### config.mk
export PLATFORM = sky130hd
export DESIGN_NAME = escape_sequence_decoder_unit
export DESIGN_NICKNAME = d
export VERILOG_FILES = /design/src/rtl/core/esd_pkg.sv /design/src/rtl/core/escape_sequence_decoder_unit.sv /design/src/rtl/core/esd_ban_match.sv /design/src/rtl/core/esd_decode.sv /design/src/rtl/core/esd_out_buf.sv
export SDC_FILE = /design/constraint.sdc
export NUM_CORES = 1
export LEC_CHECK = 0
export BUFFER_PORTS_ARGS = -buffer_cell sky130_fd_sc_hd__buf_4
export CAP_MARGIN = 15
export CORE_ASPECT_RATIO = 0.75
export CORE_MARGIN = 2
export CORE_UTILIZATION = 55
export CTS_CLUSTER_SIZE = 20
export DETAILED_ROUTE_END_ITERATION = 8
export GPL_TIMING_DRIVEN = 0
export PLACE_DENSITY = 0.85
export SYNTH_ARGS = -nofsm -noshare
export SYNTH_HDL_FRONTEND = slang
export SYNTH_SLANG_ARGS = --single-unit
### constraint.sdc
create_clock -name clk -period 6.45 [get_ports clk]
set_input_delay 0.645 -clock clk [delete_from_list [all_inputs] [get_ports clk]]
set_output_delay 0.645 -clock clk [all_outputs]
set_load 0.02 [all_outputs]
### src/rtl/core/esd_pkg.sv
// Shared types and constants for the escape sequence decoder.
`default_nettype none
package esd_pkg;

  // Default size of the ban list
  localparam int BAN_ENTRIES_DEF = 8;

  // Configuration register indexes
  localparam logic [1:0] CFG_BAN_ENABLE = 2'd0;
  localparam logic [1:0] CFG_BAN_BYTES  = 2'd1;
  localparam logic [1:0] CFG_BAN_COUNT  = 2'd2;

  // Result status codes
  localparam logic [1:0] ST_OK      = 2'd0;
  localparam logic [1:0] ST_INVALID = 2'd1;
  localparam logic [1:0] ST_BANNED  = 2'd2;

  // Characters the decoder recognizes
  localparam logic [7:0] CH_BSLASH = 8'h5C;
  localparam logic [7:0] CH_CARET  = 8'h5E;
  localparam logic [7:0] CH_QUEST  = 8'h3F;
  localparam logic [7:0] CH_UNDER  = 8'h5F;
  localparam logic [7:0] CH_ZERO   = 8'h30;
  localparam logic [7:0] CH_SEVEN  = 8'h37;
  localparam logic [7:0] CH_NINE   = 8'h39;
  localparam logic [7:0] CH_UC_A   = 8'h41;
  localparam logic [7:0] CH_UC_F   = 8'h46;
  localparam logic [7:0] CH_UC_Z   = 8'h5A;
  localparam logic [7:0] CH_LC_A   = 8'h61;
  localparam logic [7:0] CH_LC_B   = 8'h62;
  localparam logic [7:0] CH_LC_D   = 8'h64;
  localparam logic [7:0] CH_LC_E   = 8'h65;
  localparam logic [7:0] CH_LC_F   = 8'h66;
  localparam logic [7:0] CH_LC_N   = 8'h6E;
  localparam logic [7:0] CH_LC_R   = 8'h72;
  localparam logic [7:0] CH_LC_T   = 8'h74;
  localparam logic [7:0] CH_LC_V   = 8'h76;
  localparam logic [7:0] CH_LC_X   = 8'h78;
  localparam logic [7:0] CH_LC_Z   = 8'h7A;
  localparam logic [7:0] CASE_GAP  = 8'h20;
  localparam logic [7:0] CTRL_BASE = 8'h40;
  localparam logic [7:0] CTRL_MASK = 8'h7F;
  localparam logic [9:0] BYTE_MAX  = 10'd255;

  // Decoder modes
  typedef enum logic [2:0] {
    MODE_IDLE,
    MODE_ESC,
    MODE_CARET,
    MODE_DEC,
    MODE_HEX,
    MODE_OCT,
    MODE_DROP
  } mode_t;

  // Outcome of one character before ban check and string-end handling
  typedef enum logic [1:0] {
    ACT_NONE,
    ACT_MORE,
    ACT_EMIT,
    ACT_FAIL
  } act_t;

  // Decoder state
  typedef struct packed {
    mode_t      mode;
    logic [1:0] digit_idx;
    logic [9:0] acc;
  } dec_state_t;

  // One result word
  typedef struct packed {
    logic [7:0] byte_val;
    logic [1:0] status;
    logic       last;
  } result_t;

endpackage
`default_nettype wire

### src/rtl/core/escape_sequence_decoder_unit.sv
// Top level of the backslash escape sequence decoder.
`default_nettype none
// Decodes a string arriving one character per word on the slave stream
// (tlast marks the final character) into bytes on the master stream. Plain
// characters pass through; backslash escapes (letters, \^X, \d, \x, octal)
// become one byte each. tuser carries the status: OK, invalid escape, or
// banned byte; any error word has tlast set, and the rest of that string is
// dropped, so the consumer should discard the bytes of that string it already
// took. One character is accepted every cycle while the output buffer has
// room, and each result is registered into it. A two-entry output buffer
// keeps input flowing while one result waits; tready drops only when both
// entries are full. Configuration writes are accepted at any time and take
// effect for the next character; index 3 is ignored.
module escape_sequence_decoder_unit #(
  parameter int BAN_ENTRIES = esd_pkg::BAN_ENTRIES_DEF
) (
  input  wire logic        clk,
  input  wire logic        rst,
  // Slave stream
  input  wire logic        s_tvalid,
  output logic             s_tready,
  input  wire logic [7:0]  s_tdata,   // [7:0] char_in
  input  wire logic        s_tlast,   // last_in
  // Master stream
  output logic             m_tvalid,
  input  wire logic        m_tready,
  output logic [7:0]       m_tdata,   // [7:0] byte_out
  output logic [1:0]       m_tuser,   // [1:0] status
  output logic             m_tlast,   // last_out
  // Configuration write
  input  wire logic        cfg_valid,
  output logic             cfg_ready,
  input  wire logic [1:0]  cfg_index,
  input  wire logic [63:0] cfg_data
);
  import esd_pkg::*;

  localparam int BAN_W = BAN_ENTRIES * 8;

  logic             ban_enable;
  logic [BAN_W-1:0] ban_bytes;
  logic [3:0]       ban_count;
  dec_state_t       state;
  dec_state_t       state_next;
  logic             res_valid;
  result_t          res;
  logic             accept;
  logic             has_room;
  result_t          out_word;

  assign cfg_ready = 1'b1;
  assign s_tready  = has_room;
  assign accept    = s_tvalid && has_room;

  // Configuration registers
  always_ff @(posedge clk) begin
    if (rst) begin
      ban_enable <= 1'b0;
      ban_bytes  <= '0;
      ban_count  <= 4'd0;
    end else if (cfg_valid) begin
      case (cfg_index)
        CFG_BAN_ENABLE: ban_enable <= cfg_data[0];
        CFG_BAN_BYTES:  ban_bytes  <= cfg_data[BAN_W-1:0];
        CFG_BAN_COUNT:  ban_count  <= cfg_data[3:0];
        default:        ban_enable <= ban_enable;
      endcase
    end
  end

  esd_decode #(
    .BAN_ENTRIES(BAN_ENTRIES)
  ) u_decode (
    .cur       (state),
    .char_in   (s_tdata),
    .last_in   (s_tlast),
    .ban_enable(ban_enable),
    .ban_bytes (ban_bytes),
    .ban_count (ban_count),
    .nxt       (state_next),
    .res_valid (res_valid),
    .res       (res)
  );

  // Decoder state advances on each accepted character
  always_ff @(posedge clk) begin
    if (rst) begin
      state <= '{mode: MODE_IDLE, digit_idx: 2'd0, acc: 10'd0};
    end else if (accept) begin
      state <= state_next;
    end
  end

  esd_out_buf u_out (
    .clk     (clk),
    .rst     (rst),
    .wr_en   (accept && res_valid),
    .wr_data (res),
    .has_room(has_room),
    .rd_valid(m_tvalid),
    .rd_ready(m_tready),
    .rd_data (out_word)
  );

  assign m_tdata = out_word.byte_val;
  assign m_tuser = out_word.status;
  assign m_tlast = out_word.last;

  // Error words always close the string and carry no byte
  a_err_last: assert property (@(posedge clk) disable iff (rst)
    (m_tvalid && (m_tuser != ST_OK)) |-> (m_tlast && (m_tdata == 8'd0)))
    else $error("error word without tlast or with nonzero byte");

  // Back-pressure only while a result is pending
  a_stall_pending: assert property (@(posedge clk) disable iff (rst)
    !s_tready |-> m_tvalid)
    else $error("input stalled with empty output buffer");

  // An error before the end of a string drops the rest of it
  a_err_drop: assert property (@(posedge clk) disable iff (rst)
    (accept && res_valid && (res.status != ST_OK) && !s_tlast)
      |=> (state.mode == MODE_DROP))
    else $error("decoder not dropping after mid-string error");

  // A string end always returns the decoder to idle
  a_last_idle: assert property (@(posedge clk) disable iff (rst)
    (accept && s_tlast) |=> (state.mode == MODE_IDLE) && (state.acc == 10'd0))
    else $error("decoder not idle after end of string");

endmodule
`default_nettype wire

### src/rtl/core/esd_ban_match.sv
// Ban list comparator: flags a byte that matches a valid ban entry.
`default_nettype none
module esd_ban_match #(
  parameter int BAN_ENTRIES = esd_pkg::BAN_ENTRIES_DEF
) (
  input  wire logic [7:0]               byte_val,
  input  wire logic                     ban_enable,
  input  wire logic [BAN_ENTRIES*8-1:0] ban_bytes,
  input  wire logic [3:0]               ban_count,
  output logic                          hit
);
  import esd_pkg::*;

  logic [BAN_ENTRIES-1:0] match;

  // Compare each entry; entry i is valid when i is below the count, so a
  // count above the list size simply enables every entry
  for (genvar i = 0; i < BAN_ENTRIES; i++) begin : g_entry
    assign match[i] = (4'(i) < ban_count) && (ban_bytes[8*i +: 8] == byte_val);
  end

  assign hit = ban_enable && (|match);

endmodule
`default_nettype wire

### src/rtl/core/esd_decode.sv
// Single-character escape decoder: next state and optional result.
`default_nettype none
module esd_decode #(
  parameter int BAN_ENTRIES = esd_pkg::BAN_ENTRIES_DEF
) (
  input  wire esd_pkg::dec_state_t      cur,
  input  wire logic [7:0]               char_in,
  input  wire logic                     last_in,
  input  wire logic                     ban_enable,
  input  wire logic [BAN_ENTRIES*8-1:0] ban_bytes,
  input  wire logic [3:0]               ban_count,
  output esd_pkg::dec_state_t           nxt,
  output logic                          res_valid,
  output esd_pkg::result_t              res
);
  import esd_pkg::*;

  logic [7:0] lc;
  logic [7:0] uc;
  logic [7:0] dig;
  logic       is_dec;
  logic       is_oct;
  logic       is_hex;
  logic [3:0] hex_val;
  logic [1:0] idx_inc;
  logic [9:0] acc_dec;
  logic [9:0] acc_hex;
  logic [9:0] acc_oct;
  act_t       act;
  logic [7:0] emit_val;
  dec_state_t step;
  logic       banned;
  logic [1:0] st;

  // Character classes
  always_comb begin
    lc      = ((char_in >= CH_UC_A) && (char_in <= CH_UC_Z)) ? char_in + CASE_GAP : char_in;
    uc      = ((char_in >= CH_LC_A) && (char_in <= CH_LC_Z)) ? char_in - CASE_GAP : char_in;
    dig     = char_in - CH_ZERO;
    is_dec  = (char_in >= CH_ZERO) && (char_in <= CH_NINE);
    is_oct  = (char_in >= CH_ZERO) && (char_in <= CH_SEVEN);
    hex_val = dig[3:0];
    is_hex  = is_dec;
    if ((uc >= CH_UC_A) && (uc <= CH_UC_F)) begin
      is_hex  = 1'b1;
      hex_val = 4'(uc - CH_UC_A + 8'd10);
    end
  end

  // Digit accumulation, kept to ten bits
  assign idx_inc = cur.digit_idx + 2'd1;
  assign acc_dec = (cur.acc << 3) + (cur.acc << 1) + {6'd0, dig[3:0]};
  assign acc_hex = (cur.acc << 4) + {6'd0, hex_val};
  assign acc_oct = (cur.acc << 3) + {7'd0, dig[2:0]};

  // Classify the character against the current mode
  always_comb begin
    step     = cur;
    act      = ACT_NONE;
    emit_val = char_in;
    unique case (cur.mode)
      MODE_IDLE: begin
        if (char_in == CH_BSLASH) begin
          step.mode = MODE_ESC;
          act       = ACT_MORE;
        end else begin
          act = ACT_EMIT;
        end
      end
      MODE_ESC: begin
        act = ACT_EMIT;
        unique case (lc)
          CH_BSLASH: emit_val = 8'h5C;
          CH_LC_A:   emit_val = 8'h07;
          CH_LC_B:   emit_val = 8'h08;
          CH_LC_T:   emit_val = 8'h09;
          CH_LC_N:   emit_val = 8'h0A;
          CH_LC_V:   emit_val = 8'h0B;
          CH_LC_F:   emit_val = 8'h0C;
          CH_LC_R:   emit_val = 8'h0D;
          CH_LC_E:   emit_val = 8'h1B;
          CH_CARET: begin
            step.mode = MODE_CARET;
            act       = ACT_MORE;
          end
          CH_LC_D: begin
            step.mode      = MODE_DEC;
            step.digit_idx = 2'd0;
            step.acc       = 10'd0;
            act            = ACT_MORE;
          end
          CH_LC_X: begin
            step.mode      = MODE_HEX;
            step.digit_idx = 2'd0;
            step.acc       = 10'd0;
            act            = ACT_MORE;
          end
          default: begin
            if (is_oct) begin
              step.mode      = MODE_OCT;
              step.digit_idx = 2'd1;
              step.acc       = {7'd0, dig[2:0]};
              act            = ACT_MORE;
            end else begin
              act = ACT_FAIL;
            end
          end
        endcase
      end
      MODE_CARET: begin
        if ((uc < CH_QUEST) || (uc > CH_UNDER)) begin
          act = ACT_FAIL;
        end else begin
          act      = ACT_EMIT;
          emit_val = (uc - CTRL_BASE) & CTRL_MASK;
        end
      end
      MODE_DEC: begin
        step.acc       = acc_dec;
        step.digit_idx = idx_inc;
        emit_val       = acc_dec[7:0];
        if (!is_dec) act = ACT_FAIL;
        else if (idx_inc != 2'd3) act = ACT_MORE;
        else if (acc_dec > BYTE_MAX) act = ACT_FAIL;
        else act = ACT_EMIT;
      end
      MODE_HEX: begin
        step.acc       = acc_hex;
        step.digit_idx = idx_inc;
        emit_val       = acc_hex[7:0];
        if (!is_hex) act = ACT_FAIL;
        else if (idx_inc < 2'd2) act = ACT_MORE;
        else act = ACT_EMIT;
      end
      MODE_OCT: begin
        step.acc       = acc_oct;
        step.digit_idx = idx_inc;
        emit_val       = acc_oct[7:0];
        if (!is_oct) act = ACT_FAIL;
        else if (idx_inc != 2'd3) act = ACT_MORE;
        else if (acc_oct > BYTE_MAX) act = ACT_FAIL;
        else act = ACT_EMIT;
      end
      MODE_DROP: begin
        act = ACT_NONE;
      end
      default: begin
        act = ACT_NONE;
      end
    endcase
  end

  esd_ban_match #(
    .BAN_ENTRIES(BAN_ENTRIES)
  ) u_ban (
    .byte_val  (emit_val),
    .ban_enable(ban_enable),
    .ban_bytes (ban_bytes),
    .ban_count (ban_count),
    .hit       (banned)
  );

  // Resolve the outcome: ban check, string end, error recovery
  always_comb begin
    nxt       = step;
    res_valid = 1'b0;
    st        = ST_OK;
    unique case (act)
      ACT_NONE: begin
        if (last_in) nxt = '{mode: MODE_IDLE, digit_idx: 2'd0, acc: 10'd0};
      end
      ACT_MORE: begin
        if (last_in) begin
          res_valid = 1'b1;
          st        = ST_INVALID;
        end
      end
      ACT_EMIT: begin
        res_valid = 1'b1;
        st        = banned ? ST_BANNED : ST_OK;
      end
      ACT_FAIL: begin
        res_valid = 1'b1;
        st        = ST_INVALID;
      end
      default: begin
        res_valid = 1'b0;
      end
    endcase
    res.byte_val = (st == ST_OK) ? emit_val : 8'd0;
    res.status   = st;
    res.last     = last_in || (st != ST_OK);
    // Any result closes the escape; an error mid-string drops the rest
    if (res_valid) begin
      nxt.mode      = ((st != ST_OK) && !last_in) ? MODE_DROP : MODE_IDLE;
      nxt.digit_idx = 2'd0;
      nxt.acc       = 10'd0;
    end
  end

endmodule
`default_nettype wire

### src/rtl/core/esd_out_buf.sv
// Two-entry result buffer between the decoder and the output stream.
`default_nettype none
module esd_out_buf (
  input  wire logic             clk,
  input  wire logic             rst,
  input  wire logic             wr_en,
  input  wire esd_pkg::result_t wr_data,
  output logic                  has_room,
  output logic                  rd_valid,
  input  wire logic             rd_ready,
  output esd_pkg::result_t      rd_data
);
  import esd_pkg::*;

  result_t    entry [2];
  logic       wr_ptr;
  logic       rd_ptr;
  logic [1:0] count;
  logic       rd_en;

  assign has_room = (count != 2'd2);
  assign rd_valid = (count != 2'd0);
  assign rd_data  = entry[rd_ptr];
  assign rd_en    = rd_valid && rd_ready;

  // Store an incoming word
  always_ff @(posedge clk) begin
    if (wr_en) entry[wr_ptr] <= wr_data;
  end

  // Advance pointers and occupancy
  always_ff @(posedge clk) begin
    if (rst) begin
      wr_ptr <= 1'b0;
      rd_ptr <= 1'b0;
      count  <= 2'd0;
    end else begin
      if (wr_en) wr_ptr <= ~wr_ptr;
      if (rd_en) rd_ptr <= ~rd_ptr;
      count <= count + {1'b0, wr_en} - {1'b0, rd_en};
    end
  end

endmodule
`default_nettype wire

==> results of run 1 <==
flip-flops by register name, summed over array words and instances (netlist names), named ones only:
name and count:
state 14, u_out.rd_ptr 1, ban_count 4, u_out.wr_ptr 1, ban_enable 1, u_out.entry 22
u_out.count 2, ban_bytes 64
worst max path at each step:
| stage | endpoint | slack [ps] | start |
|---|---|---|---|
| floorplan | u_out.entry[0][3] | 1430 | s_tdata[5] |
| global placement | u_out.entry[1][10] | 240 | s_tdata[1] |
| detailed placement | u_out.entry[0][10] | 200 | s_tdata[5] |
| CTS | u_out.entry[1][10] | 550 | s_tdata[5] |
| global route | u_out.entry[1][10] | 180 | s_tdata[5] |
| finish | u_out.entry[1][10] | 400 | s_tdata[5] |
report_power, final:
part	internal, mW	total [mW]	leakage [nW]	switching (mW)
Combinational	0.313	0.787	2.06	0.474
Sequential	0.785	0.820	0.924	0.0351
Clock	0.278	0.564	0.150	0.286
routing by layer:
| layer | vias to the layer above | part of all wire, % | global-route usage [%] |
|---|---|---|---|
| li1 | 3339 | - | - |
| met2 | 391 | 43 | 45.2 |
| met1 | 3293 | 45 | 43.9 |
| met5 | - | 0 | 0 |
| met4 | 0 | 2.2 | 11.0 |
| met3 | 47 | 9.8 | 6.65 |
worst max-delay path, delay by kind of cell:
family / cells / cell delay [ps]
and+or+nand+nor: 7 / 2030
AOI/OAI and AO/OA: 5 / 1830
buffers and inverters: 5 / 1080
adders and majority gates: 1 / 370
xor gates and xnor gates: 1 / 140
synth_stat cells (all sizes together) (4+ instances only):
library cell | number | share of area [%]
nand2 | 169 | 9.0
a21oi | 98 | 7.1
dfxtp | 88 | 25
nor2 | 75 | 4.0
clkbuf | 45 | 2.4
xnor2 | 36 | 4.6
xor2 | 36 | 4.5
o21ai | 30 | 2.1
ha | 28 | 5.0
edfxtp | 22 | 9.4
inv | 21 | 1.1
nand3 | 17 | 1.2
buf | 13 | 0.89
mux2i | 12 | 1.7
nand4 | 12 | 1.1
nor3 | 12 | 0.85
mux2 | 11 | 1.8
nand2b | 8 | 0.71
nor2b | 8 | 0.71
o21a | 8 | 0.85
a211oi | 7 | 0.74
and2 | 7 | 0.62
nor4 | 7 | 0.71
o22ai | 7 | 0.62
or3 | 7 | 0.62
nor3b | 6 | 0.64
o31ai | 6 | 0.83
or4 | 6 | 0.64
a221oi | 5 | 0.87
a311oi | 5 | 0.62
a31oi | 5 | 0.44
and3 | 5 | 0.44
o21bai | 5 | 0.53
or2 | 5 | 0.44
a22oi | 4 | 0.43
o211ai | 4 | 0.50
o311ai | 4 | 0.50
logic make-up (layout without fill, tap and decap cells):
logic type	Yosys count	in the layout	synth area share (%)
AO/OA/AOI/OAI	222	222	20.5
multiplexers	23	23	3.46
AND/OR/NAND/NOR	353	353	22.7
XOR/XNOR	72	72	9.04
flip-flops	110	110	34.3
other	1	1	0.0531
adder cells (fa/ha/maj)	30	30	5.53
buffers and inverters	79	186	4.39
final cells by class:
| class | count | area (um2) | area share (%) |
|---|---|---|---|
| Buffer | 58 | 231 | 2.80 |
| Timing Repair Buffer | 91 | 679 | 8.22 |
| Clock buffer | 9 | 225 | 2.73 |
| Clock inverter | 7 | 86.3 | 1.05 |
| Sequential cell | 110 | 2420 | 29.3 |
| Multi-Input combinational cell | 701 | 4330 | 52.4 |
| Inverter | 21 | 78.8 | 0.954 |
| Tap cell | 166 | 208 | 2.51 |
metrics by stage:
| step | cell area [um2] | cells | utilization [%] |
|---|---|---|---|
| finish | 8260 | 1163 | 66.7 |
| global route | 8260 | 1163 | 66.7 |
| CTS | 8260 | 1163 | 66.7 |
| detailed placement | 7950 | 1147 | 64.1 |
| global placement | 7950 | 1146 | 64.1 |
| floorplan | 7060 | 890 | - |
==> impl_metrics.json, run 1 <==
{
  "cts_root_buf": "clkbuf_16",
  "cts_setup_buffers": 0,
  "layout_common_cells": "nand2_1, a21oi_1, buf_4",
  "die_w_um": 135,
  "drt-vias-per-instance": 6.08,
  "row_count": 35,
  "synth.yosys.seq_area_share_pct": 34.3,
  "syn_inst": 890,
  "grt_pass1_vias": 6533,
  "max_freq_mhz": 165,
  "maxCapViolCount": 0,
  "ctsHoldBuffers": 0,
  "start_util_pct": 57.0,
  "setup_viol": 0,
  "portBuffers": 90,
  "setup.reg_to_reg.worst_slack_ps": 1160,
  "crit_path_start_kind": "primary input",
  "pwr_density_cell_mw_per_mm2": 263,
  "gp_routability_congestion": 0.979,
  "drive_above_1_share_pct": 14.0,
  "syn_area_mm2": 0.00706,
  "whs_ps": 469,
  "synthArstFlopShare_pct": 0,
  "overflow": 0,
  "grt_pass1_wl_um": 33100,
  "critPathCaptureType": "flip-flop",
  "detail-route-antenna-nets": 0,
  "cts_tree": "built",
  "cp.required_ps": 6510,
  "finalSetupTns_ps": 0,
  "r2r_start": "state[0]",
  "crit_path_frequent_cell": "clkbuf_1",
  "cts_made_buffers": 9,
  "via_count": 7070,
  "htreeDepth": 3,
  "power_leakage_nw": 3.14,
  "dp.final_hpwl_um": 15600,
  "hold_path.class": "flip-flop to flip-flop",
  "hold_start": "ban_bytes[13]",
  "io-pin-count": 94,
  "timing.final.max_slew_violations": 0,
  "critical_path.cell_chain": "buf_4 -> clkbuf_1 -> inv_2 -> clkbuf_1 -> ha_1 -> nor2b_1 -> o211ai_1 -> a311o_1 -> nand2_1 -> or2_1 -> clkbuf_1 -> o31ai_4 -> xor2_1 -> or4_1 -> nor4_1 -> or4_1 -> o211ai_2 -> a21oi_2 -> nor2_1",
  "ctsResizeCount": 0,
  "dp_slack_ps": 196,
  "drcViolationCount": 0,
  "whs_endpoint": "ban_bytes[13]",
  "regToRegEndpoint": "u_out.entry[1][10]",
  "outcome": "complete, no violations",
  "core_mm2": 0.0124,
  "ys_warn_count": 0,
  "rsz0062_at_grt": "false",
  "grt_use_total_pct": 30.5,
  "area_delta_synth_final_pct": 17.0,
  "synth.distinct_cells": 78,
  "skew_ps": 8.51,
  "synth_edf_count": 22,
  "first_pass_iters": 9,
  "crit_arrival_ps": 6110,
  "min_path_cells": 2,
  "period_needed_ps": 6050,
  "final_nets": 1102,
  "clk_latency_ps": 350,
  "layout_setup_ws_ps": 400,
  "routed_wl_um": 20900,
  "worstRegToRegCells": 16,
  "syn_area_per_cell_um2": 7.93,
  "die_y_um": 102,
  "synth_nets": 1000,
  "crit_fanout": 11,
  "hold_viol": 0,
  "antenna_cells": 0,
  "antenna_found_initial": 0,
  "power_mw": 2.17,
  "ys.flop_type": "dfxtp_1",
  "min_period_over_period_pct": 93.8,
  "fillers": 1075,
  "ys_ff_latch": 110,
  "wire_per_inst_um": 18.0,
  "worst_slew_pin_slew_ps": 955,
  "path_class": "primary input to flip-flop",
  "final_common_cell": "nand2_1",
  "ir_worst_vdd_uv": 219,
  "drtIter0Drc": 713,
  "clockBufferDepth": 2,
  "die-area_mm2": 0.0138,
  "cpPeakStageDelay_ps": 750,
  "slew_headroom_pct": 36.1,
  "clkTransAtPathRegs_ps": 80,
  "crit_slowest_cell": "o31ai_4",
  "cts.sinks": 110,
  "grt_max_degree": 23
}
Note: power is estimated with default switching activity, not from simulation.
==> run 2: changes to the inputs <==
- CELL_PAD_IN_SITES_DETAIL_PLACEMENT: default -> 0
- CELL_PAD_IN_SITES_GLOBAL_PLACEMENT: default -> 1
- CORE_UTILIZATION: 55 -> 39
- REMOVE_ABC_BUFFERS: default -> 1
- clock period: 6.45 -> 5.3 ns (I/O delays scaled with it)
==> run 2 against run 1 <==
Via count shrank 6.9%. Clock power grew 26%. Worst setup slack lost 210 ps. Clock skew shrank 1.6 ps. Register-to-register slack lost 970 ps. Critical endpoint is now u_out.entry[0][5]. Largest cell class unchanged. Highest routed layer unchanged.
==> impl_metrics.json, run 2 (synthesized netlist as in run 1, its figures left out) <==
{
  "io-pin-count": 94,
  "routed_wl_um": 20000,
  "final_common_cell": "nand2_1",
  "ctsHoldBuffers": 0,
  "top_regs": "ban_bytes x64, u_out.entry x22, state x14",
  "crit_arrival_ps": 5170,
  "grtUsageMet2_pct": 29.8,
  "critPathCaptureType": "flip-flop",
  "wire_per_inst_um": 16.7,
  "finalSetupTns_ps": 0,
  "cp.required_ps": 5360,
  "layout_common_cells": "nand2_1, buf_4, a21oi_1",
  "timing.final.max_slew_violations": 0,
  "setup_viol": 0,
  "multiInputGateArea_mm2": 0.00437,
  "power_leakage_nw": 3.15,
  "crit_path_start_kind": "flip-flop",
  "grt_max_degree": 80,
  "antenna_found_initial": 0,
  "cts.sinks": 110,
  "skew_ps": 6.95,
  "clockBufferDepth": 2,
  "hold_path.class": "primary input to flip-flop",
  "detail-route-antenna-nets": 0,
  "power_mw": 2.69,
  "max_freq_mhz": 196,
  "met1_usage_pct": 32.3,
  "grt.met3_usage_pct": 3.02,
  "clk_latency_ps": 350,
  "start_util_pct": 39.9,
  "outcome": "complete, no violations",
  "fillers": 1774,
  "period_needed_ps": 5110,
  "area_delta_synth_final_pct": 18.3,
  "drtIter0Drc": 527,
  "die_w_um": 159,
  "dpl_cell_area_mm2": 0.00789,
  "ir_worst_vdd_uv": 191,
  "slew_headroom_pct": 25.9,
  "cts_tree": "built",
  "die-area_mm2": 0.0192,
  "finalInstanceArea_mm2": 0.00835,
  "portBuffers": 92,
  "via_count": 6582,
  "cts_made_buffers": 9,
  "die_y_um": 121,
  "hold_viol": 0,
  "gp_routability_congestion": 0.888,
  "core_mm2": 0.0177,
  "min_period_over_period_pct": 96.4,
  "clkTransAtPathRegs_ps": 80,
  "grt_pass1_vias": 5923,
  "path_class": "flip-flop to flip-flop",
  "drive_above_1_share_pct": 15.9,
  "drcViolationCount": 0,
  "rsz0062_at_grt": "false",
  "overflow": 0,
  "antenna_cells": 0,
  "busiest_layer": "met1",
  "drt-vias-per-instance": 5.50,
  "regArea_mm2": 0.00242,
  "maxCapViolCount": 0,
  "htreeDepth": 3,
  "row_count": 42,
  "grt_use_total_pct": 20.6,
  "pwr_density_cell_mw_per_mm2": 322,
  "largest_register_ffs": 64,
  "cts_root_buf": "clkbuf_16",
  "grt_pass1_wl_um": 31700,
  "final_nets": 1059,
  "dp.final_hpwl_um": 14500,
  "regMostFlops": "ban_bytes",
  "first_pass_iters": 5,
  "worst_slew_pin_slew_ps": 1080,
  "crit_fanout": 20
}
run 2: changes by cell type in the layout (fill, tap and decap cells not counted), sizes merged:
cell	before	now
bufinv	0	1
clkinv	5	0
clkinvlp	0	1
buf	104	106
inv	23	25
clkbuf	54	10
run 2: routing by layer:
metal	vias to the layer above	wire [um]
met3	20	1120
met1	3096	10500
met4	0	183
met2	210	8260
met5	-	0
li1	3256	-
run 2: critical path, stage by stage (launching register included):
cell,delay [ps]
dfxtp_1,790
inv_1,210
ha_1,630
inv_1,220
a21o_1,210
a21oi_1,230
o21ai_0,150
o221ai_1,290
o31ai_4,140
buf_12,160
buf_4,130
xnor2_1,110
o311ai_0,260
or4_1,570
nand4_1,160
o211ai_2,150
a21oi_4,300
nor2_1,110
run 2: report_power, final:
| part | internal, mW | switching (mW) | total, mW |
|---|---|---|---|
| sequential | 0.954 | 0.0629 | 1.02 |
| clock | 0.376 | 0.332 | 0.708 |
| combinational | 0.415 | 0.553 | 0.968 |
| total | 1.75 | 0.947 | 2.69 |
run 2: final timing paths:
kind                                           to  cells past startpoint          start  slack (ps)
worst max-delay path            u_out.entry[0][5]                     17      state[13]         190
worst min-delay path                ban_bytes[33]                      3   cfg_data[33]         420
worst max register to register  u_out.entry[0][5]                     17      state[13]         190
worst min register to register      ban_bytes[53]                      2  ban_bytes[53]         470
run 2: through the flow:
stage	worst slack (ps)	hold WS (ps)	std cells	util, %
3_3_place_gp	-885	454	1166	44.2
5_1_grt	15.0	418	1196	47.2
4_1_cts	53.8	414	1185	46.3
2_1_floorplan	443	442	832	-
3_5_place_dp	-305	459	1169	44.5
6_report	191	420	1196	47.2
run 2: what timing repair did:
item	in CTS	in global routing
setup buffers	0	10
gates resized for setup	0	5
setup endpoints to repair	0	18
run 2: final cells by class:
| type | count | share of cell area [%] |
|---|---|---|
| Timing Repair Buffer | 106 | 10.4 |
| Multi-Input combinational cell | 701 | 52.4 |
| Sequential cell | 110 | 29.0 |
| Clock inverter | 6 | 0.899 |
| Clock buffer | 10 | 2.74 |
| Tap cell | 242 | 3.63 |
| Inverter | 21 | 0.944 |
==> run 3: changes to the inputs <==
- MAX_ROUTING_LAYER: default -> met4
==> run 3 against run 2 <==
Sequential share of layout area grew 0.19 points. Critical endpoint is now u_out.entry[0][0]. Global-route usage grew 0.71 points. Highest routed layer unchanged. Combinational power shrank 1%. Largest cell class unchanged. Maximum frequency grew 1.3%. Non-clock buffer count shrank 3.
==> impl_metrics.json, run 3 (synthesized netlist as in run 1, its figures left out) <==
{
  "setup.reg_to_reg.worst_slack_ps": 350,
  "crit_slowest_cell": "or4_1",
  "grt_use_total_pct": 21.3,
  "setup_viol": 0,
  "critPathCaptureType": "flip-flop",
  "largest_register_ffs": 64,
  "final_common_cell": "nand2_1",
  "antenna_found_initial": 0,
  "outcome": "complete, no violations",
  "crit_end": "u_out.entry[0][0]",
  "cp.required_ps": 5400,
  "clk_latency_ps": 350,
  "grt_pass1_vias": 5858,
  "rsz0062_at_grt": "false",
  "cts_root_buf": "clkbuf_16",
  "regMostFlops": "ban_bytes",
  "hold_viol": 0,
  "dpl_cell_area_mm2": 0.00788,
  "timing.final.max_slew_violations": 0,
  "grt_pass1_wl_um": 31900,
  "drcViolationCount": 0,
  "layout_common_cells": "nand2_1, buf_4, a21oi_1",
  "htreeDepth": 3,
  "drt-vias-per-instance": 5.53,
  "slew_headroom_pct": 15.7,
  "core_mm2": 0.0177,
  "drtIter0Drc": 570,
  "startpoint": "s_tdata[5]",
  "crit_arrival_ps": 5150,
  "io-pin-count": 94,
  "cts.sinks": 110,
  "antenna_cells": 0,
  "die_w_um": 159,
  "instances_no_fill": 1193,
  "ir_worst_vdd_uv": 209,
  "min_period_over_period_pct": 95.1,
  "crit_fanout": 21,
  "routed_wl_um": 20000,
  "portBuffers": 92,
  "max_freq_mhz": 198,
  "maxCapViolCount": 0,
  "path_class": "primary input to flip-flop",
  "power_leakage_nw": 3.12,
  "detail-route-antenna-nets": 0,
  "drive_above_1_share_pct": 15.7,
  "dp.final_hpwl_um": 14200,
  "critical_path.cell_chain": "buf_4 -> inv_2 -> ha_1 -> o21a_1 -> a311o_1 -> or4_1 -> xnor2_2 -> a221oi_1 -> a221oi_4 -> buf_12 -> buf_4 -> xnor2_1 -> nand3_1 -> nor4_1 -> or4_1 -> o211ai_2 -> a21oi_4 -> or2_1",
  "die_y_um": 121,
  "clkTransAtPathRegs_ps": 80,
  "worst_slew_pin_slew_ps": 1230,
  "crit_path_start_kind": "primary input",
  "ctsHoldBuffers": 0,
  "finalSetupTns_ps": 0,
  "wire_per_inst_um": 16.8,
  "start_util_pct": 39.9,
  "gp_routability_congestion": 0.917,
  "power_mw": 2.66,
  "clockBufferDepth": 2,
  "cpPeakStageDelay_ps": 680,
  "cts_made_buffers": 9,
  "overflow": 0,
  "die-area_mm2": 0.0192,
  "finalInstanceArea_mm2": 0.00830,
  "row_count": 42,
  "worstRegToRegCells": 16,
  "period_needed_ps": 5040,
  "pwr_density_cell_mw_per_mm2": 320,
  "area_delta_synth_final_pct": 17.6,
  "grt_max_degree": 80,
  "final_nets": 1056,
  "via_count": 6601,
  "r2r_start": "state[2]",
  "regToRegEndpoint": "u_out.entry[0][0]",
  "dp.cells": 1169,
  "hold_path.class": "primary input to flip-flop",
  "first_pass_iters": 5,
  "postLayoutCoreUtil_pct": 46.9,
  "min_path_cells": 3,
  "skew_ps": 10.2,
  "top_regs": "ban_bytes x64, u_out.entry x22, state x14",
  "cts_tree": "built"
}
==> run 3: cell count changes in the layout (fill, tap and decap cells not counted), sizes merged <==
cell	change
buf	-3
bufinv	-1
inv	-1
clkinv	+2
==> run 3: critical path: cells and delay by family <==
kind / cells / cell delay (ps)
compound gates: 6 / 1460
xor+xnor: 2 / 300
fa+ha+maj: 1 / 370
buf+inv: 4 / 720
simple gates: 5 / 1760
==> run 3: routing by layer <==
metal | vias up | part of all wire, % | track usage (%)
met5 | - | 0 | -
met4 | 0 | 0.96 | 4.83
met3 | 14 | 6.6 | 2.74
met2 | 237 | 41 | 28.5
met1 | 3103 | 51 | 33.3
li1 | 3247 | - | -
==> run 3: what timing repair did <==
item                                   in CTS  in global routing
endpoints found under the hold margin       0                  0
resized for setup                           0                  6
setup endpoints to repair                   0                 29
setup buffers                               0                  7
==> run 3: cell type report <==
cell class	instances	area [um2]
timing repair buffer	103	827
inverter	21	78.8
clock inverter	6	63.8
tap	242	303
clock buffer	10	229
sequential	110	2420
fill	1774	9410
multi-input combinational	701	4380
==> run 3: worst min path at each step <==
stage / start / to / slack [ps]
final: cfg_data[33] / ban_bytes[33] / 410
after global routing: cfg_data[36] / ban_bytes[36] / 410
after CTS: cfg_data[33] / ban_bytes[33] / 400
after detailed placement: ban_bytes[23] / ban_bytes[23] / 460
after global placement: ban_bytes[45] / ban_bytes[45] / 450
after floorplan: ban_bytes[10] / ban_bytes[10] / 440
==> run 3: power breakdown <==
group	total [mW]	internal, mW	switching [mW]
logic	0.957	0.405	0.552
registers	1.02	0.954	0.0626
clock network	0.681	0.333	0.348
==> run 3: per-stage QoR <==
stage               worst slack, ps  hold slack [ps]
finish                          258              412
global route                   9.42              412
CTS                            66.2              404
detailed placement             -307              458
global placement               -978              454
floorplan                       443              442
